`config.mk`:
```
export PLATFORM = sky130hd
export DESIGN_NAME = dsbtc_history
export DESIGN_NICKNAME = d
export VERILOG_FILES = /design/src/design/dsbtc_pkg.sv /design/src/design/dsbtc_history.sv
export SDC_FILE = /design/constraint.sdc
export NUM_CORES = 1
export LEC_CHECK = 0
export ABC_AREA = 1
export BUFFER_PORTS_ARGS = -buffer_cell sky130_fd_sc_hd__buf_4
export CORE_MARGIN = 3
export CORE_UTILIZATION = 31
export CTS_CLUSTER_DIAMETER = 80
export CTS_CLUSTER_SIZE = 40
export DETAILED_ROUTE_END_ITERATION = 16
export PLACE_DENSITY = 0.58
export SLEW_MARGIN = 20
export SYNTH_ARGS = -nofsm -noshare
export SYNTH_HDL_FRONTEND = slang
export SYNTH_SLANG_ARGS = --single-unit
```
`constraint.sdc`:
```
create_clock -name clk -period 28.6 [get_ports clk]
set_input_delay 7.15 -clock clk [delete_from_list [all_inputs] [get_ports clk]]
set_output_delay 7.15 -clock clk [all_outputs]
set_load 0.005 [all_outputs]
```
`src/design/dsbtc_pkg.sv`:
```
// Shared types and constants for the dual shelf biquad tone control.
// Holds the transfer payload structs, the history row layout and the microcode word format.
// No dependencies.
`timescale 1ns / 1ps

package dsbtc_pkg;

  localparam int SAMPLE_BITS = 24;
  localparam int CHAN_BITS   = 3;
  localparam int COEF_W      = 32;
  localparam int HIST_W      = 32;
  localparam int PROD_W      = 2 * COEF_W;
  localparam int ACC_W       = PROD_W + 12;
  localparam int CFG_W       = 64;
  localparam int NUM_REGS    = 5;
  localparam int REG_IDX_W   = 3;
  localparam int STEP_W      = 4;

  // Configuration register indexes.
  localparam logic [REG_IDX_W-1:0] REG_BASS_B0_B1        = 3'd0;
  localparam logic [REG_IDX_W-1:0] REG_BASS_B2_A1        = 3'd1;
  localparam logic [REG_IDX_W-1:0] REG_BASS_A2_TREBLE_B0 = 3'd2;
  localparam logic [REG_IDX_W-1:0] REG_TREBLE_B1_B2      = 3'd3;
  localparam logic [REG_IDX_W-1:0] REG_TREBLE_A1_A2      = 3'd4;

  // Microcode step addresses.
  localparam logic [STEP_W-1:0] ST_WAIT       = 4'd0;
  localparam logic [STEP_W-1:0] ST_BASS_B0    = 4'd1;
  localparam logic [STEP_W-1:0] ST_BASS_B1    = 4'd2;
  localparam logic [STEP_W-1:0] ST_BASS_B2    = 4'd3;
  localparam logic [STEP_W-1:0] ST_BASS_A1    = 4'd4;
  localparam logic [STEP_W-1:0] ST_BASS_A2    = 4'd5;
  localparam logic [STEP_W-1:0] ST_TREB_B1    = 4'd6;
  localparam logic [STEP_W-1:0] ST_TREB_B2    = 4'd7;
  localparam logic [STEP_W-1:0] ST_TREB_A1    = 4'd8;
  localparam logic [STEP_W-1:0] ST_TREB_A2    = 4'd9;
  localparam logic [STEP_W-1:0] ST_TREB_B0    = 4'd10;
  localparam logic [STEP_W-1:0] ST_TREB_DRAIN = 4'd11;
  localparam logic [STEP_W-1:0] ST_TREB_FIN   = 4'd12;
  localparam logic [STEP_W-1:0] ST_OUT        = 4'd13;
  localparam logic [STEP_W-1:0] ST_BYPASS     = 4'd14;

  typedef struct packed {
    logic [CHAN_BITS-1:0]          channel;
    logic signed [SAMPLE_BITS-1:0] sample_in;
  } in_item_t;

  typedef struct packed {
    logic [CHAN_BITS-1:0]          channel_out;
    logic signed [SAMPLE_BITS-1:0] sample_out;
    logic                          clipped;
  } out_item_t;

  // One history row per channel: the two delayed taps of every stage.
  typedef struct packed {
    logic signed [SAMPLE_BITS-1:0] x1;
    logic signed [SAMPLE_BITS-1:0] x2;
    logic signed [HIST_W-1:0]      yb1;
    logic signed [HIST_W-1:0]      yb2;
    logic signed [HIST_W-1:0]      yt1;
    logic signed [HIST_W-1:0]      yt2;
  } hist_row_t;

  typedef logic [NUM_REGS-1:0][CFG_W-1:0] cfg_bank_t;

  typedef enum logic [3:0] {
    C_BASS_B0, C_BASS_B1, C_BASS_B2, C_BASS_A1, C_BASS_A2,
    C_TREB_B0, C_TREB_B1, C_TREB_B2, C_TREB_A1, C_TREB_A2
  } coef_sel_t;

  typedef enum logic [2:0] {
    OP_X, OP_X1, OP_X2, OP_YB1, OP_YB2, OP_YB, OP_YT1, OP_YT2
  } opnd_sel_t;

  typedef enum logic [1:0] {
    COND_NEXT, COND_JUMP, COND_WAIT_IN, COND_WAIT_OUT
  } cond_t;

  typedef struct packed {
    logic              in_rdy;
    logic              mul_en;
    coef_sel_t         coef;
    opnd_sel_t         opnd;
    logic              int_op;
    logic              sub;
    logic              first;
    logic              fin_bass;
    logic              fin_treb;
    logic              out_load;
    logic              out_bypass;
    logic              hist_wr;
    cond_t             cond;
    logic [STEP_W-1:0] target;
  } ucode_t;

  typedef struct packed {
    logic in_valid;
    logic in_range;
    logic out_free;
  } seq_status_t;

endpackage

```
`src/design/dsbtc_history.sv`:
```
// Per-channel filter history memory with a valid bit per row.
// Depends on dsbtc_pkg for the row layout.
`timescale 1ns / 1ps

module dsbtc_history
  import dsbtc_pkg::*;
#(
  parameter int CHANNELS = 8,
  parameter int ADDR_W   = 3
) (
  input  logic              clk,
  input  logic              rst,
  input  logic              rd_en,
  input  logic [ADDR_W-1:0] rd_addr,
  input  logic              wr_en,
  input  logic [ADDR_W-1:0] wr_addr,
  input  hist_row_t         wr_row,
  output hist_row_t         rd_row
);

  hist_row_t           mem [CHANNELS];
  logic [CHANNELS-1:0] row_valid;
  hist_row_t           rd_data;
  logic                rd_hit;

  always_ff @(posedge clk) begin
    if (wr_en) begin
      mem[wr_addr] <= wr_row;
    end
    if (rd_en) begin
      rd_data <= mem[rd_addr];
    end
  end

  // A row never written since reset reads as all zeros.
  always_ff @(posedge clk) begin
    if (rst) begin
      row_valid <= '0;
      rd_hit    <= 1'b0;
    end else begin
      if (wr_en) begin
        row_valid[wr_addr] <= 1'b1;
      end
      if (rd_en) begin
        rd_hit <= row_valid[rd_addr];
      end
    end
  end

  assign rd_row = rd_hit ? rd_data : '0;

endmodule

```
==> flow_summary.json <==
{
  "busiest_layer": "met2",
  "die_w_microns": 450,
  "leakage_uw": 0.02420,
  "start_kind": "register",
  "gp_congestion": 0.7401,
  "slew_headroom_pct": 27.45,
  "finalCriticalPeriod_ps": 10850,
  "ys_warn_count": 0,
  "fp-row-count": 162,
  "clk_latency_ps": 730,
  "drc": 0,
  "status": "completed",
  "clockBufferDepth": 3,
  "numCtsBuffers": 73,
  "ant_nets": 0,
  "die_h_microns": 450,
  "postCtsSetupBuffers": 0,
  "crit_family": "buffers and inverters",
  "met2_usage_pct": 26.15,
  "drive_gt1_share_pct": 11.56,
  "root_buffer": "clkbuf_16",
  "routedWlPerCell_microns": 20.66,
  "slowest_delay_ps": 1030,
  "avgSynthCellArea_sq_um": 13.31,
  "first_pass_iters": 6,
  "cts_hold_buf": 0,
  "finalNetCount": 4979,
  "ys_types": 21,
  "synth_nets": 4779,
  "nFillCells": 18840,
  "grt_start_max_net_pins": 211,
  "arrival_ps": 3700,
  "via_per_inst": 4.820,
  "slowest_stage": "dfxtp_4",
  "tns_ps": 0,
  "ys_seq_area_share_pct": 78.13,
  "final_core_util_pct": 35.40,
  "syn_inst": 4593,
  "cp-end-kind": "output port",
  "rsz0062_at_grt": "false",
  "hp-class": "reg2reg",
  "cap_violations": 0,
  "pwr-share-comb_pct": 6.7,
  "ys_seq_elements": 1593,
  "grt_pass1_vias": 35250,
  "criticalPathCategory": "reg2out",
  "grt_pass1_wl_microns": 228900,
  "cts_resized": 0,
  "grtUsageMet3_pct": 2.074,
  "hold_viol": 0,
  "via_count": 36170,
  "vdd_drop_max_mv": 0.04463,
  "dieArea_sq_mm": 0.2025,
  "swShare_pct": 24.01,
  "finalSetupViolations": 0,
  "synthesis.area_sq_mm": 0.06111,
  "clk_pin_slew_worst_paths_ps": 110,
  "antenna_found_initial": 30,
  "grt_usage_pct": 14.82,
  "min_from": "row_valid[5]$_SDFFE_PP0P_",
  "pwr-share-seq_pct": 61.3,
  "use_met1_pct": 18.33,
  "post-route-period-util_pct": 37.95,
  "finClkSkew_ps": 48.44,
  "dp_hpwl_microns": 83160,
  "crit_top_cell": "buf_4",
  "drtIter0Drc": 2793,
  "intPower_uw": 3330,
  "tritoncts": "built",
  "cts_num_sinks": 1593,
  "overflow": 0,
  "coreArea_sq_mm": 0.1954,
  "powerDensity_mw_per_mm2": 63.34,
  "crit_fanout": 79,
  "io_pins": 362,
  "htreeDepth": 3,
  "path_buf_inv": 4,
  "worstMarginPinSlew_ps": 1088,
  "fmax_mhz": 92.14,
  "crit_start": "rd_hit$_SDFFE_PP0P_",
  "start_util_pct": 31.28,
  "area_delta_synth_final_pct": 13.20,
  "p_clk_share_pct": 32.0,
  "wirelength_microns": 155000,
  "port_buffers": 361,
  "slew_violations": 0,
  "power_uw": 4382,
  "required_ps": 21450,
  "r2r-start": "rd_hit$_SDFFE_PP0P_",
  "crit_path_cell_trace": "buf_4, buf_4, nand2_1, inv_1, buf_4",
  "switchingPower_uw": 1052
}
state kept, by name (all words and copies together), names as in the netlist:
register,cells
mem,1408
rd_data,176
rd_hit,1
row_valid,8
metrics by stage:
stage / setup WS (ps) / hold WS, ps / cells / cell area (sq um)
3_3_place_gp: 18160 / 449.3 / 7342 / 66280
3_5_place_dp: 18130 / 458.5 / 7342 / 66280
6_report: 17750 / 479.7 / 7503 / 69180
4_1_cts: 17550 / 485.3 / 7477 / 69120
2_1_floorplan: 13180 / 440.3 / 4593 / 61110
5_1_grt: 17400 / 510.4 / 7494 / 69160
path summary, 6_finish.rpt:
path,endpoint,slack [ps],cells after the start
worst max-delay path,rd_row[53],17750,5
worst min-delay path,row_valid[5]$_SDFFE_PP0P_,480,2
worst max register to register,rd_hit$_SDFFE_PP0P_,27190,2
worst min register to register,row_valid[5]$_SDFFE_PP0P_,480,2
tightest hold or removal path, cell delays in order, from the launching register on:
cell	delay, ps
dfxtp_1	340
nor2_1	40
nor2_1	70
cell usage after synthesis, drive strengths merged:
| master | instances | area (sq um) |
|---|---|---|
| edfxtp | 1584 | 47570 |
| nor2 | 732 | 2748 |
| nand2 | 715 | 2684 |
| o21ai | 704 | 3523 |
| o22ai | 352 | 2202 |
| inv | 193 | 727.0 |
| clkbuf | 162 | 643.1 |
| buf | 133 | 793.3 |
| dfxtp | 9 | 180.2 |
| nand3 | 6 | 30.03 |
| a21oi | 1 | 5.000 |
| clkinv | 1 | 3.750 |
| o21bai | 1 | 7.510 |
cells by family (layout without fill, tap and decap cells):
group	count (synthesis)	after routing	synth area share [%]
flip-flops	1593	1593	78.13
AND/OR/NAND/NOR	1453	1453	8.937
AO/OA/AOI/OAI	1058	1058	9.389
buffers and inverters	489	749	3.546
other	0	26	0
power groups by stage:
stage	Sequential, uW	Combinational [uW]	Clock (uW)
after global routing	2700	330	1520
after global placement	2740	295	0
after CTS	2690	300	1440
after detailed placement	2740	299	0
after floorplan	2740	162	0
final	2690	294	1400
layout by cell type (no fill, tap or decap), types with 8 or more instances in the layout:
cell,synthesis,layout
inv_16,0,11
edfxtp_1,1584,1584
diode_2,0,26
clkinv_8,0,12
nor2_4,0,8
inv_1,191,191
inv_8,0,8
buf_4,29,413
nand2_1,715,715
nor2_1,732,724
clkbuf_16,0,74
o21ai_0,643,643
dfxtp_1,9,8
o22ai_1,352,352
o21ai_1,61,61
layer usage:
metal | share of wire [%] | wire length (microns)
met5 | 0.037 | 58
met4 | 3.0 | 4617
met3 | 4.3 | 6649
met2 | 51 | 79320
met1 | 42 | 64380
final cells by class:
| class | instances | area, sq um | share of cell area [%] |
|---|---|---|---|
| Clock buffer | 75 | 1856 | 2.682 |
| Antenna cell | 26 | 65.06 | 0.09405 |
| Clock inverter | 60 | 983.4 | 1.422 |
| Inverter | 194 | 764.5 | 1.105 |
| Timing Repair Buffer | 420 | 3219 | 4.654 |
| Tap cell | 2624 | 3283 | 4.746 |
| Multi-Input combinational cell | 2511 | 11260 | 16.28 |
| Sequential cell | 1593 | 47750 | 69.02 |
Power figures use the tool's default switching activity.
