`src/design/dsbtc_pkg.sv`:
```
// Shared types and constants for the dual shelf biquad tone control.
// Holds the transfer payload structs, the history row layout and the microcode word format.
// No dependencies.
`timescale 1ns / 1ps

package dsbtc_pkg;

  localparam int SAMPLE_BITS = 24;
  localparam int CHAN_BITS   = 3;
  localparam int COEF_W      = 32;
  localparam int HIST_W      = 32;
  localparam int PROD_W      = 2 * COEF_W;
  localparam int ACC_W       = PROD_W + 12;
  localparam int CFG_W       = 64;
  localparam int NUM_REGS    = 5;
  localparam int REG_IDX_W   = 3;
  localparam int STEP_W      = 4;

  // Configuration register indexes.
  localparam logic [REG_IDX_W-1:0] REG_BASS_B0_B1        = 3'd0;
  localparam logic [REG_IDX_W-1:0] REG_BASS_B2_A1        = 3'd1;
  localparam logic [REG_IDX_W-1:0] REG_BASS_A2_TREBLE_B0 = 3'd2;
  localparam logic [REG_IDX_W-1:0] REG_TREBLE_B1_B2      = 3'd3;
  localparam logic [REG_IDX_W-1:0] REG_TREBLE_A1_A2      = 3'd4;

  // Microcode step addresses.
  localparam logic [STEP_W-1:0] ST_WAIT       = 4'd0;
  localparam logic [STEP_W-1:0] ST_BASS_B0    = 4'd1;
  localparam logic [STEP_W-1:0] ST_BASS_B1    = 4'd2;
  localparam logic [STEP_W-1:0] ST_BASS_B2    = 4'd3;
  localparam logic [STEP_W-1:0] ST_BASS_A1    = 4'd4;
  localparam logic [STEP_W-1:0] ST_BASS_A2    = 4'd5;
  localparam logic [STEP_W-1:0] ST_TREB_B1    = 4'd6;
  localparam logic [STEP_W-1:0] ST_TREB_B2    = 4'd7;
  localparam logic [STEP_W-1:0] ST_TREB_A1    = 4'd8;
  localparam logic [STEP_W-1:0] ST_TREB_A2    = 4'd9;
  localparam logic [STEP_W-1:0] ST_TREB_B0    = 4'd10;
  localparam logic [STEP_W-1:0] ST_TREB_DRAIN = 4'd11;
  localparam logic [STEP_W-1:0] ST_TREB_FIN   = 4'd12;
  localparam logic [STEP_W-1:0] ST_OUT        = 4'd13;
  localparam logic [STEP_W-1:0] ST_BYPASS     = 4'd14;

  typedef struct packed {
    logic [CHAN_BITS-1:0]          channel;
    logic signed [SAMPLE_BITS-1:0] sample_in;
  } in_item_t;

  typedef struct packed {
    logic [CHAN_BITS-1:0]          channel_out;
    logic signed [SAMPLE_BITS-1:0] sample_out;
    logic                          clipped;
  } out_item_t;

  // One history row per channel: the two delayed taps of every stage.
  typedef struct packed {
    logic signed [SAMPLE_BITS-1:0] x1;
    logic signed [SAMPLE_BITS-1:0] x2;
    logic signed [HIST_W-1:0]      yb1;
    logic signed [HIST_W-1:0]      yb2;
    logic signed [HIST_W-1:0]      yt1;
    logic signed [HIST_W-1:0]      yt2;
  } hist_row_t;

  typedef logic [NUM_REGS-1:0][CFG_W-1:0] cfg_bank_t;

  typedef enum logic [3:0] {
    C_BASS_B0, C_BASS_B1, C_BASS_B2, C_BASS_A1, C_BASS_A2,
    C_TREB_B0, C_TREB_B1, C_TREB_B2, C_TREB_A1, C_TREB_A2
  } coef_sel_t;

  typedef enum logic [2:0] {
    OP_X, OP_X1, OP_X2, OP_YB1, OP_YB2, OP_YB, OP_YT1, OP_YT2
  } opnd_sel_t;

  typedef enum logic [1:0] {
    COND_NEXT, COND_JUMP, COND_WAIT_IN, COND_WAIT_OUT
  } cond_t;

  typedef struct packed {
    logic              in_rdy;
    logic              mul_en;
    coef_sel_t         coef;
    opnd_sel_t         opnd;
    logic              int_op;
    logic              sub;
    logic              first;
    logic              fin_bass;
    logic              fin_treb;
    logic              out_load;
    logic              out_bypass;
    logic              hist_wr;
    cond_t             cond;
    logic [STEP_W-1:0] target;
  } ucode_t;

  typedef struct packed {
    logic in_valid;
    logic in_range;
    logic out_free;
  } seq_status_t;

endpackage

```
`src/design/dsbtc_sequencer.sv`:
```
// Microcode sequencer: step counter, control store and jump logic.
// Depends on dsbtc_pkg for the control word and status types.
`timescale 1ns / 1ps

module dsbtc_sequencer
  import dsbtc_pkg::*;
(
  input  logic        clk,
  input  logic        rst,
  input  seq_status_t status,
  output ucode_t      cw
);

  logic [STEP_W-1:0] step;
  logic [STEP_W-1:0] step_next;

  // Control store. Each multiply step feeds the accumulator through the registered product.
  function automatic ucode_t ucode_rom(input logic [STEP_W-1:0] addr);
    ucode_t w;
    w = '0;
    w.cond   = COND_NEXT;
    w.target = ST_WAIT;
    case (addr)
      ST_WAIT: begin
        w.in_rdy = 1'b1;
        w.cond   = COND_WAIT_IN;
        w.target = ST_BYPASS;
      end
      ST_BASS_B0: begin
        w.mul_en = 1'b1; w.coef = C_BASS_B0; w.opnd = OP_X;
        w.int_op = 1'b1; w.first = 1'b1;
      end
      ST_BASS_B1: begin
        w.mul_en = 1'b1; w.coef = C_BASS_B1; w.opnd = OP_X1; w.int_op = 1'b1;
      end
      ST_BASS_B2: begin
        w.mul_en = 1'b1; w.coef = C_BASS_B2; w.opnd = OP_X2; w.int_op = 1'b1;
      end
      ST_BASS_A1: begin
        w.mul_en = 1'b1; w.coef = C_BASS_A1; w.opnd = OP_YB1; w.sub = 1'b1;
      end
      ST_BASS_A2: begin
        w.mul_en = 1'b1; w.coef = C_BASS_A2; w.opnd = OP_YB2; w.sub = 1'b1;
      end
      ST_TREB_B1: begin
        w.mul_en = 1'b1; w.coef = C_TREB_B1; w.opnd = OP_YB1; w.first = 1'b1;
      end
      ST_TREB_B2: begin
        w.mul_en = 1'b1; w.coef = C_TREB_B2; w.opnd = OP_YB2; w.fin_bass = 1'b1;
      end
      ST_TREB_A1: begin
        w.mul_en = 1'b1; w.coef = C_TREB_A1; w.opnd = OP_YT1; w.sub = 1'b1;
      end
      ST_TREB_A2: begin
        w.mul_en = 1'b1; w.coef = C_TREB_A2; w.opnd = OP_YT2; w.sub = 1'b1;
      end
      ST_TREB_B0: begin
        w.mul_en = 1'b1; w.coef = C_TREB_B0; w.opnd = OP_YB;
      end
      ST_TREB_DRAIN: begin
        w.cond = COND_NEXT;
      end
      ST_TREB_FIN: begin
        w.fin_treb = 1'b1;
      end
      ST_OUT: begin
        w.out_load = 1'b1;
        w.hist_wr  = 1'b1;
        w.cond     = COND_WAIT_OUT;
        w.target   = ST_WAIT;
      end
      ST_BYPASS: begin
        w.out_load   = 1'b1;
        w.out_bypass = 1'b1;
        w.cond       = COND_WAIT_OUT;
        w.target     = ST_WAIT;
      end
      default: begin
        w.cond   = COND_JUMP;
        w.target = ST_WAIT;
      end
    endcase
    return w;
  endfunction

  assign cw = ucode_rom(step);

  always_comb begin
    case (cw.cond)
      COND_NEXT: step_next = step + 1'b1;
      COND_JUMP: step_next = cw.target;
      COND_WAIT_IN: begin
        if (!status.in_valid) begin
          step_next = step;
        end else if (!status.in_range) begin
          step_next = cw.target;
        end else begin
          step_next = step + 1'b1;
        end
      end
      COND_WAIT_OUT: step_next = status.out_free ? cw.target : step;
      default: step_next = ST_WAIT;
    endcase
  end

  always_ff @(posedge clk) begin
    if (rst) begin
      step <= ST_WAIT;
    end else begin
      step <= step_next;
    end
  end

endmodule

```
`config.mk`:
```
export PLATFORM = sky130hd
export DESIGN_NAME = dsbtc_sequencer
export DESIGN_NICKNAME = d
export VERILOG_FILES = /design/src/design/dsbtc_pkg.sv /design/src/design/dsbtc_sequencer.sv
export SDC_FILE = /design/constraint.sdc
export NUM_CORES = 1
export LEC_CHECK = 0
export ABC_CLOCK_PERIOD_IN_PS = 1800
export BUFFER_PORTS_ARGS = -buffer_cell sky130_fd_sc_hd__clkbuf_2
export CORE_MARGIN = 3
export CORE_UTILIZATION = 40
export CTS_CLUSTER_SIZE = 10
export DETAILED_ROUTE_END_ITERATION = 7
export GPL_TIMING_DRIVEN = 0
export PLACE_DENSITY = 0.73
export SLEW_MARGIN = 25
export SYNTH_ARGS = -nofsm -noshare
export SYNTH_HDL_FRONTEND = slang
export SYNTH_SLANG_ARGS = --single-unit
export TNS_END_PERCENT = 100
```
`constraint.sdc`:
```
create_clock -name clk -period 1.8 [get_ports clk]
set_input_delay 0.36 -clock clk [delete_from_list [all_inputs] [get_ports clk]]
set_output_delay 0.36 -clock clk [all_outputs]
set_load 0.01 [all_outputs]
```
==> impl_metrics.csv <==
group,metric,value,unit
placed_design,place_area,738,um^2
synth,synth_edf_count,0,
floorplan,io_pins,28,
routing,routed_wl,1880,um
global_route,gr-total-overflow,0,
timing,tns,-445,ps
clock_network,cts_tree,"done",
placed_design,dp_hpwl,1120,um
routing,remaining_drc_errors,0,
global_route,grt_max_degree,11,
pwr,p_leak,0.480,nW
routing,routed_via_density,5.50,
floorplan,die_w,44.3,um
clock_network,cts.sinks,4,
synth,synth-seq-cells,4,
layout,layout_common_cells,"18 x clkbuf_2, 11 x buf_6, 10 x buf_4, 7 x nor2_1, 6 x a21oi_1",
timing,fin_ws,-119,ps
placed_design,dp_cells,127,
layout,largest_reg_flops,4,
routing,drt-pass1-iter-count,4,
floorplan,num_rows,13,
clock_network,cts_buffers,3,
layout,largestRegisters,"step x4",
floorplan,die_area,1970,um^2
global_route,grt.total_usage,18.8,%
layout,drive_above_1_share,56.9,%
critical_path,rrSetupSlack,70,ps
synth,async_flop_share,0,%
critical_path,worstPathRequired,1440,ps
layout,final_common_cell,"clkbuf_2",
synth,syn_nets,95,
critical_path,cp_data_arrival_time,1560,ps
layout,final_cell_count_no_fill,138,
global_route,grt_pass1_wl,2790,um
timing,fmax,521,MHz
clock_network,clkTransAtPathRegs,40,ps
clock_network,cts_root_buf,"clkbuf_4",
critical_path,crit_type,"reg2out",
global_route,antenna_found_initial,0,
placed_design,gp_congestion,0.860,
layout,regMostFlops,"step",
pwr,power-per-cell-area,2640,nW/um^2
clock_network,hold_buffers,0,
layout,num_antenna_cells,0,
critical_path,cp_max_fo,4,
timing,finalSetupViolations,9,
routing,ant_nets,0,
placed_design,port_buffers,26,
global_route,grt_pass1_vias,642,
synth,ys_warn_count,0,
routing,drt_iter0_markers,13,
routing,vias,759,
critical_path,cp-start-kind,"flip-flop",
timing,rsz0062_at_grt,"yes",
floorplan,core-area,1330,um^2
timing,finClkSkew,0.222,ps
timing,hold_viol,0,
outcome,outcome,"finished with violations",
timing,min_period_over_period,107,%
run,cap_viol_max_count,0,
routing,wl_per_cell,13.6,um
synth,syn_avg_cell_area,6.84,um^2
synth,synth.distinct_cells,36,
synth,synthFlopType,"dfxtp_1",
floorplan,die_h,44.3,um
floorplan,initial_utilization,44.1,%
clock_network,cts_max_level,1,
clock_network,clockBufferDepth,2,
synth,netlist_instances,86,
clock_network,clkLatencyLatePin,230,ps
layout,flow.area_growth_from_synthesis,73.2,%
pwr,irDropWorstVdd,0.00206,V
timing,finalMaxSlewViolations,0,
layout,n_fill_cell,99,
hold_path,hold_class,"in2reg",
critical_path,crit_path_end_kind,"output pin",
timing,min_period,1920,ps
synth,syn_area,588,um^2
synth,yosysSeqAreaShare,13.6,%
layout,final_nets,134,
layout,fin_area,1020,um^2
outcome,violations,"setup timing",
==> logic make-up (layout without fill, tap and decap cells) <==
logic type | count (synthesis) | in the layout | share of synthesized area (%)
fa+ha+maj | 4 | 4 | 8.51
compound gates | 25 | 25 | 28.1
xor+xnor | 2 | 2 | 2.98
other cells | 1 | 1 | 0.638
flops | 4 | 4 | 13.6
mux | 1 | 1 | 1.70
buf+inv | 20 | 57 | 19.1
simple gates | 29 | 29 | 25.3
==> synth_stat cells, types with 3 or more instances <==
cell type / instances / area share, %
inv_1: 6 / 3.8
nor3_1: 5 / 4.3
ha_1: 4 / 8.5
a21oi_1: 8 / 6.8
clkbuf_1: 5 / 3.2
dfxtp_1: 4 / 14
o22ai_1: 5 / 5.3
o21ai_0: 3 / 2.6
nand2_1: 5 / 3.2
nor2_1: 8 / 5.1
buf_4: 4 / 5.1
==> worst max-delay path, stage by stage, from the launching register on <==
cell and delay, ps:
dfxtp_4 390, inv_4 60, ha_4 150, or3_4 380, a21o_1 180, inv_1 50
buf_2 120
==> layout make-up <==
class,instances,area (um^2),share of cell area [%]
buffer,10,98.8,9.71
clock buffer,3,22.5,2.21
inverter,7,36.3,3.56
multi-input combinational,62,492,48.3
sequential,4,87.6,8.60
tap,15,18.8,1.84
timing repair buffer,37,263,25.8
==> timing repair <==
action,CTS,global route
endpoints found under the setup margin,26,21
pin swaps,5,5
gates resized for setup,35,22
setup buffers,9,1
gates cloned,0,1
==> per-stage QoR <==
stage          power [mW]  setup WS (ps)  hold slack, ps  util [%]
6_report             2.69           -119             333      76.4
5_1_grt              2.91           -160             335      76.4
4_1_cts              2.39           -108             321      70.3
3_5_place_dp         1.79           -225             523      55.3
3_3_place_gp         1.76           -190             502      55.3
2_1_floorplan        1.33           3.94             422         -
==> power breakdown <==
group	internal, mW	leakage [nW]	switching, mW
Clock	0.0745	0.0138	0.0354
Combinational	1.25	0.432	1.12
Sequential	0.142	0.0343	0.0684
Total	1.47	0.480	1.22
==> final timing paths <==
kind	from	to	cells after the start
worst max register to register	step[0]	step[0]	8
worst min-delay path	rst	step[0]	2
worst max-delay path	step[1]	cw[4]	6
worst min register to register	step[1]	step[1]	3
==> routing by layer <==
metal  global-route usage [%]  vias up  part of all wire, %
met1                     22.4      350                   42
met2                     32.3       38                   49
met3                     3.66        4                  7.3
met4                     8.43        0                  1.6
met5                        0        -                    0
li1                         -      367                    -
Power figures use the tool's default switching activity.
