**src/design/dsbtc_pkg.sv**
```systemverilog
// Shared types and constants for the dual shelf biquad tone control.
// Holds the transfer payload structs, the history row layout and the microcode word format.
// No dependencies.
`timescale 1ns / 1ps

package dsbtc_pkg;

  localparam int SAMPLE_BITS = 24;
  localparam int CHAN_BITS   = 3;
  localparam int COEF_W      = 32;
  localparam int HIST_W      = 32;
  localparam int PROD_W      = 2 * COEF_W;
  localparam int ACC_W       = PROD_W + 12;
  localparam int CFG_W       = 64;
  localparam int NUM_REGS    = 5;
  localparam int REG_IDX_W   = 3;
  localparam int STEP_W      = 4;

  // Configuration register indexes.
  localparam logic [REG_IDX_W-1:0] REG_BASS_B0_B1        = 3'd0;
  localparam logic [REG_IDX_W-1:0] REG_BASS_B2_A1        = 3'd1;
  localparam logic [REG_IDX_W-1:0] REG_BASS_A2_TREBLE_B0 = 3'd2;
  localparam logic [REG_IDX_W-1:0] REG_TREBLE_B1_B2      = 3'd3;
  localparam logic [REG_IDX_W-1:0] REG_TREBLE_A1_A2      = 3'd4;

  // Microcode step addresses.
  localparam logic [STEP_W-1:0] ST_WAIT       = 4'd0;
  localparam logic [STEP_W-1:0] ST_BASS_B0    = 4'd1;
  localparam logic [STEP_W-1:0] ST_BASS_B1    = 4'd2;
  localparam logic [STEP_W-1:0] ST_BASS_B2    = 4'd3;
  localparam logic [STEP_W-1:0] ST_BASS_A1    = 4'd4;
  localparam logic [STEP_W-1:0] ST_BASS_A2    = 4'd5;
  localparam logic [STEP_W-1:0] ST_TREB_B1    = 4'd6;
  localparam logic [STEP_W-1:0] ST_TREB_B2    = 4'd7;
  localparam logic [STEP_W-1:0] ST_TREB_A1    = 4'd8;
  localparam logic [STEP_W-1:0] ST_TREB_A2    = 4'd9;
  localparam logic [STEP_W-1:0] ST_TREB_B0    = 4'd10;
  localparam logic [STEP_W-1:0] ST_TREB_DRAIN = 4'd11;
  localparam logic [STEP_W-1:0] ST_TREB_FIN   = 4'd12;
  localparam logic [STEP_W-1:0] ST_OUT        = 4'd13;
  localparam logic [STEP_W-1:0] ST_BYPASS     = 4'd14;

  typedef struct packed {
    logic [CHAN_BITS-1:0]          channel;
    logic signed [SAMPLE_BITS-1:0] sample_in;
  } in_item_t;

  typedef struct packed {
    logic [CHAN_BITS-1:0]          channel_out;
    logic signed [SAMPLE_BITS-1:0] sample_out;
    logic                          clipped;
  } out_item_t;

  // One history row per channel: the two delayed taps of every stage.
  typedef struct packed {
    logic signed [SAMPLE_BITS-1:0] x1;
    logic signed [SAMPLE_BITS-1:0] x2;
    logic signed [HIST_W-1:0]      yb1;
    logic signed [HIST_W-1:0]      yb2;
    logic signed [HIST_W-1:0]      yt1;
    logic signed [HIST_W-1:0]      yt2;
  } hist_row_t;

  typedef logic [NUM_REGS-1:0][CFG_W-1:0] cfg_bank_t;

  typedef enum logic [3:0] {
    C_BASS_B0, C_BASS_B1, C_BASS_B2, C_BASS_A1, C_BASS_A2,
    C_TREB_B0, C_TREB_B1, C_TREB_B2, C_TREB_A1, C_TREB_A2
  } coef_sel_t;

  typedef enum logic [2:0] {
    OP_X, OP_X1, OP_X2, OP_YB1, OP_YB2, OP_YB, OP_YT1, OP_YT2
  } opnd_sel_t;

  typedef enum logic [1:0] {
    COND_NEXT, COND_JUMP, COND_WAIT_IN, COND_WAIT_OUT
  } cond_t;

  typedef struct packed {
    logic              in_rdy;
    logic              mul_en;
    coef_sel_t         coef;
    opnd_sel_t         opnd;
    logic              int_op;
    logic              sub;
    logic              first;
    logic              fin_bass;
    logic              fin_treb;
    logic              out_load;
    logic              out_bypass;
    logic              hist_wr;
    cond_t             cond;
    logic [STEP_W-1:0] target;
  } ucode_t;

  typedef struct packed {
    logic in_valid;
    logic in_range;
    logic out_free;
  } seq_status_t;

endpackage

```
**src/design/dsbtc_mac.sv**
```systemverilog
// Shared multiply-accumulate datapath driven by the microcode word.
// Depends on dsbtc_pkg for the control word, history row and register bank types.
`timescale 1ns / 1ps

module dsbtc_mac
  import dsbtc_pkg::*;
(
  input  logic                          clk,
  input  logic                          rst,
  input  ucode_t                        cw,
  input  cfg_bank_t                     cfg,
  input  logic signed [SAMPLE_BITS-1:0] x,
  input  hist_row_t                     row,
  output logic signed [HIST_W-1:0]      yb,
  output logic signed [HIST_W-1:0]      yt
);

  localparam logic signed [ACC_W-1:0] ROUND_HALF = ACC_W'(1) << 27;

  logic signed [COEF_W-1:0] coef;
  logic signed [COEF_W-1:0] opnd;
  logic signed [PROD_W-1:0] prod;
  logic                     prod_valid;
  logic                     prod_int;
  logic                     prod_sub;
  logic                     prod_first;
  logic signed [ACC_W-1:0]  addend;
  logic signed [ACC_W-1:0]  acc_base;
  logic signed [ACC_W-1:0]  acc;

  // Round half up from scale 2^-36 to Q24.8, then clamp to 32 bits.
  function automatic logic signed [HIST_W-1:0] round_sat(input logic signed [ACC_W-1:0] v);
    logic signed [ACC_W-1:0] t;
    logic signed [ACC_W-1:0] q;
    t = v + ROUND_HALF;
    q = t >>> 28;
    if (q[ACC_W-1:HIST_W-1] == '0 || q[ACC_W-1:HIST_W-1] == '1) begin
      return q[HIST_W-1:0];
    end else if (q[ACC_W-1]) begin
      return {1'b1, {(HIST_W-1){1'b0}}};
    end else begin
      return {1'b0, {(HIST_W-1){1'b1}}};
    end
  endfunction

  always_comb begin
    case (cw.coef)
      C_BASS_B0: coef = cfg[REG_BASS_B0_B1][63:32];
      C_BASS_B1: coef = cfg[REG_BASS_B0_B1][31:0];
      C_BASS_B2: coef = cfg[REG_BASS_B2_A1][63:32];
      C_BASS_A1: coef = cfg[REG_BASS_B2_A1][31:0];
      C_BASS_A2: coef = cfg[REG_BASS_A2_TREBLE_B0][63:32];
      C_TREB_B0: coef = cfg[REG_BASS_A2_TREBLE_B0][31:0];
      C_TREB_B1: coef = cfg[REG_TREBLE_B1_B2][63:32];
      C_TREB_B2: coef = cfg[REG_TREBLE_B1_B2][31:0];
      C_TREB_A1: coef = cfg[REG_TREBLE_A1_A2][63:32];
      C_TREB_A2: coef = cfg[REG_TREBLE_A1_A2][31:0];
      default:   coef = '0;
    endcase
  end

  always_comb begin
    case (cw.opnd)
      OP_X:    opnd = COEF_W'(x);
      OP_X1:   opnd = COEF_W'(row.x1);
      OP_X2:   opnd = COEF_W'(row.x2);
      OP_YB1:  opnd = row.yb1;
      OP_YB2:  opnd = row.yb2;
      OP_YB:   opnd = yb;
      OP_YT1:  opnd = row.yt1;
      OP_YT2:  opnd = row.yt2;
      default: opnd = '0;
    endcase
  end

  always_ff @(posedge clk) begin
    if (cw.mul_en) begin
      prod <= coef * opnd;
    end
    prod_int   <= cw.int_op;
    prod_sub   <= cw.sub;
    prod_first <= cw.first;
  end

  always_ff @(posedge clk) begin
    if (rst) begin
      prod_valid <= 1'b0;
    end else begin
      prod_valid <= cw.mul_en;
    end
  end

  // Integer samples carry eight fewer fraction bits than the Q24.8 taps.
  always_comb begin
    addend   = prod_int ? (ACC_W'(prod) <<< 8) : ACC_W'(prod);
    acc_base = prod_first ? '0 : acc;
  end

  always_ff @(posedge clk) begin
    if (prod_valid) begin
      acc <= prod_sub ? (acc_base - addend) : (acc_base + addend);
    end
    if (cw.fin_bass) begin
      yb <= round_sat(acc);
    end
    if (cw.fin_treb) begin
      yt <= round_sat(acc);
    end
  end

endmodule

```
**config.mk**
```make
export PLATFORM = sky130hd
export DESIGN_NAME = dsbtc_mac
export DESIGN_NICKNAME = d
export VERILOG_FILES = /design/src/design/dsbtc_pkg.sv /design/src/design/dsbtc_mac.sv
export SDC_FILE = /design/constraint.sdc
export NUM_CORES = 2
export LEC_CHECK = 0
export BUFFER_PORTS_ARGS = -buffer_cell sky130_fd_sc_hd__buf_4
export CAP_MARGIN = 40
export CORE_MARGIN = 2
export CORE_UTILIZATION = 55
export DETAILED_ROUTE_END_ITERATION = 10
export GPL_TIMING_DRIVEN = 0
export PLACE_DENSITY_LB_ADDON = 0.2
export SETUP_SLACK_MARGIN = 0.02
export SLEW_MARGIN = 20
export SYNTH_ARGS = -nofsm -noshare
export SYNTH_HDL_FRONTEND = slang
export SYNTH_SLANG_ARGS = --single-unit
```
**constraint.sdc**
```tcl
create_clock -name clk -period 10.6 [get_ports clk]
set_clock_uncertainty 0.1 [all_clocks]
set_input_delay 2.12 -clock clk [delete_from_list [all_inputs] [get_ports clk]]
set_output_delay 2.12 -clock clk [all_outputs]
set_load 0.01 [all_outputs]
```
==> reports/qor.txt <==
outcome - finished with violations
violated checks - negative setup slack
HP Class - flip-flop to flip-flop
Via Count - 51800
final hold vios - 0
Core Rows - 115
slew margin rel. - 0.404
largest net degree at the start of global routing - 66
GRT Overall Usage - 0.490
#FFs+latches synth - 208
first-pass GRT wire length - 357 mm
vias in the first global route - 52200
IO buf count - 596
H-Tree Depth - 1
WP data required - 10.75 ns
Synth Cell Area - 54500 um2
fin cells - 8267
Avg Cell Area, Syn - 8.96 um2
area of the core - 98300 um2
Max Freq - 0.0928 GHz
die outline height - 319 um
Worst-Skew Late Latency - 0.56 ns
DRT Pass-1 Iters - 9
Setup WS post-layout - -0.171 ns
most used cell, CP - fa_1
Antenna Nets Post-Route - 0
Seq/Total Area, Yosys - 0.114
pre-CTS WS - -3.77 ns
Worst setup SP type - input pin
Worst-Margin Slew - 0.894 ns
kind of critical path - input pin to flip-flop
Yosys top cell area share - 0.398
Period minus WS final - 10.77 ns
dominant cells by area after synthesis - fa_1 (40%), edfxtp_1 (11%), inv_1 (7.5%), ha_1 (6.0%), nor2_1 (4.4%)
Synth Warn # - 0
Synth cell types - 95
DRC viols - 0
ys async rst share - 0
die width - 319 um
placed insts - 8057
initial DRC count - 6822
CTS Root Cell - clkbuf_16
detail-routed via count per cell - 6.27
number of flops mapped to enable cells by yosys - 204
Post-Syn Nets - 7974
final WL - 253 mm
part of the cycle the worst path needs - 1.02
Fin Hold WS - 0.632 ns
Area Growth Syn to Fin - 22.6%
leading area contributor after synthesis - fa_1
Arr. time, crit path - 10.92 ns
Max stage delay cell, worst path - fa_2
Overflow after GRT - 0
initial antenna violation count - 25
Setup Viol. Count Final - 6
synthesized instance count - 6085
gpl congestion - 1.10
DIE AREA - 102000 um2
final layout net count - 8835
unrepaired setup endpoints after global routing - true
hold buffers post-CTS - 0
Max Slew Vio Count - 0
crit end category - flip-flop
TritonCTS clock tree - built
ys flop type - edfxtp_1
Final HPWL DP - 209 mm
WL/cell - 30.5 um
I/O pin cnt - 609
Num CTS Buffers - 19
largest stage delay on the critical path - 0.63 ns
Bufs on Longest Clock Path - 3
Worst-path clk slew - 0.08 ns
initial core utilization - 0.555
layout cell share with drive strength beyond 1 - 0.215
Clock Sinks - 208
Crit Path Max Fanout - 8
MaxCap Viol Count - 0
==> stage by stage <==
| step | instance area [um2] | TNS (ns) | utilization |
|---|---|---|---|
| 6_report | 66900 | -0.657 | 0.680 |
| 4_1_cts | 65200 | -0.00346 | 0.664 |
| 5_1_grt | 66900 | -1.77 | 0.680 |
| 3_3_place_gp | 60800 | -133.59 | 0.619 |
| 3_5_place_dp | 61900 | -129.67 | 0.630 |
| 2_1_floorplan | 54700 | 0 | - |
==> kinds of logic (layout without fill, tap and decap cells) <==
logic type      count (synthesis)  in the layout  synth area share
compound gates                907            907             0.111
simple gates                 1863           1863             0.156
buf+inv                      1417           2291            0.0989
xor+xnor                      239            239            0.0384
mux                           107            107            0.0251
fa+ha+maj                    1344           1344             0.457
flops                         208            208             0.114
other cells                     0             21                 0
==> synth_stat cells, types with 90 or more instances <==
cell      instances
a21o_1           92
fa_1           1083
a22oi_1          99
xor2_1          121
inv_1          1083
edfxtp_1        204
clkbuf_1        281
nor2b_1         105
o21ai_0         135
xnor2_1         118
nand2_1         630
ha_1            261
nor2_1          644
nor3_1           90
a21oi_1         228
nand2b_1         91
==> cells in the final DEF, fill, tap and decap left out, types with 33 or more instances in the layout <==
master and count:
clkbuf_4 40, and2_1 48, inv_1 1062, nand2_1 620
o21ai_1 39, buf_4 789, ha_1 225, nand4_1 74
clkbuf_2 51, buf_6 90, clkbuf_1 72, mux2i_1 67
xnor2_1 115, nor2_1 623, a21o_1 90, nor3_1 83
a22oi_1 93, edfxtp_1 204, buf_8 33, fa_2 36
nand2b_1 87, nor2b_1 105, nand3_1 49, fa_1 1047
o21ai_0 119, buf_12 36, xor2_1 119, a21oi_1 210
==> cell type report <==
cell class / count / area (um2)
Multi-Input combinational cell: 4460 / 44600
Fill cell: 7841 / 31400
Timing Repair Buffer: 885 / 7400
Sequential cell: 208 / 6210
Inverter: 1085 / 4110
Buffer: 287 / 2230
Tap cell: 1287 / 1610
Clock buffer: 19 / 475
Clock inverter: 15 / 185
Antenna cell: 21 / 52.6
==> metal layers <==
layer	up-vias	wire length, um	GRT usage
met4	20	22900	0.339
met3	1044	36500	0.188
li1	21200	-	-
met2	4108	106000	0.722
met5	-	373	0
met1	25500	86400	0.595
==> final timing paths <==
path	slack (ns)	cells past startpoint	start	to
hold reg to reg	0.63	0	prod_valid	acc[0]
setup / recovery	-0.17	34	cw[20]	prod[63]
hold / removal	0.63	0	prod_valid	acc[0]
setup reg to reg	1.16	31	yb[8]	prod[63]
==> registers in the layout, summed over array words and instances, names as in the netlist <==
name        flops
acc            76
prod           64
yb             32
yt             32
prod_first      1
prod_int        1
prod_sub        1
prod_valid      1
==> worst max-delay path, delay by kind of cell <==
family	cells	cell delay [ns]
AOI/OAI and AO/OA	5	0.90
xor gates and xnor gates	1	0.13
adders and majority gates	9	4.53
buffers and inverters	13	1.82
and+or+nand+nor	6	1.36
==> what timing repair did <==
item                                    CTS  global route
resized for setup                       518           300
gates cloned                              1             2
endpoints found under the setup margin   51            27
pin swaps                                88           110
setup buffers                           113            79
Power is not shown: default switching activity piles up to over one toggle a cycle in this logic, so the estimate is an artifact.
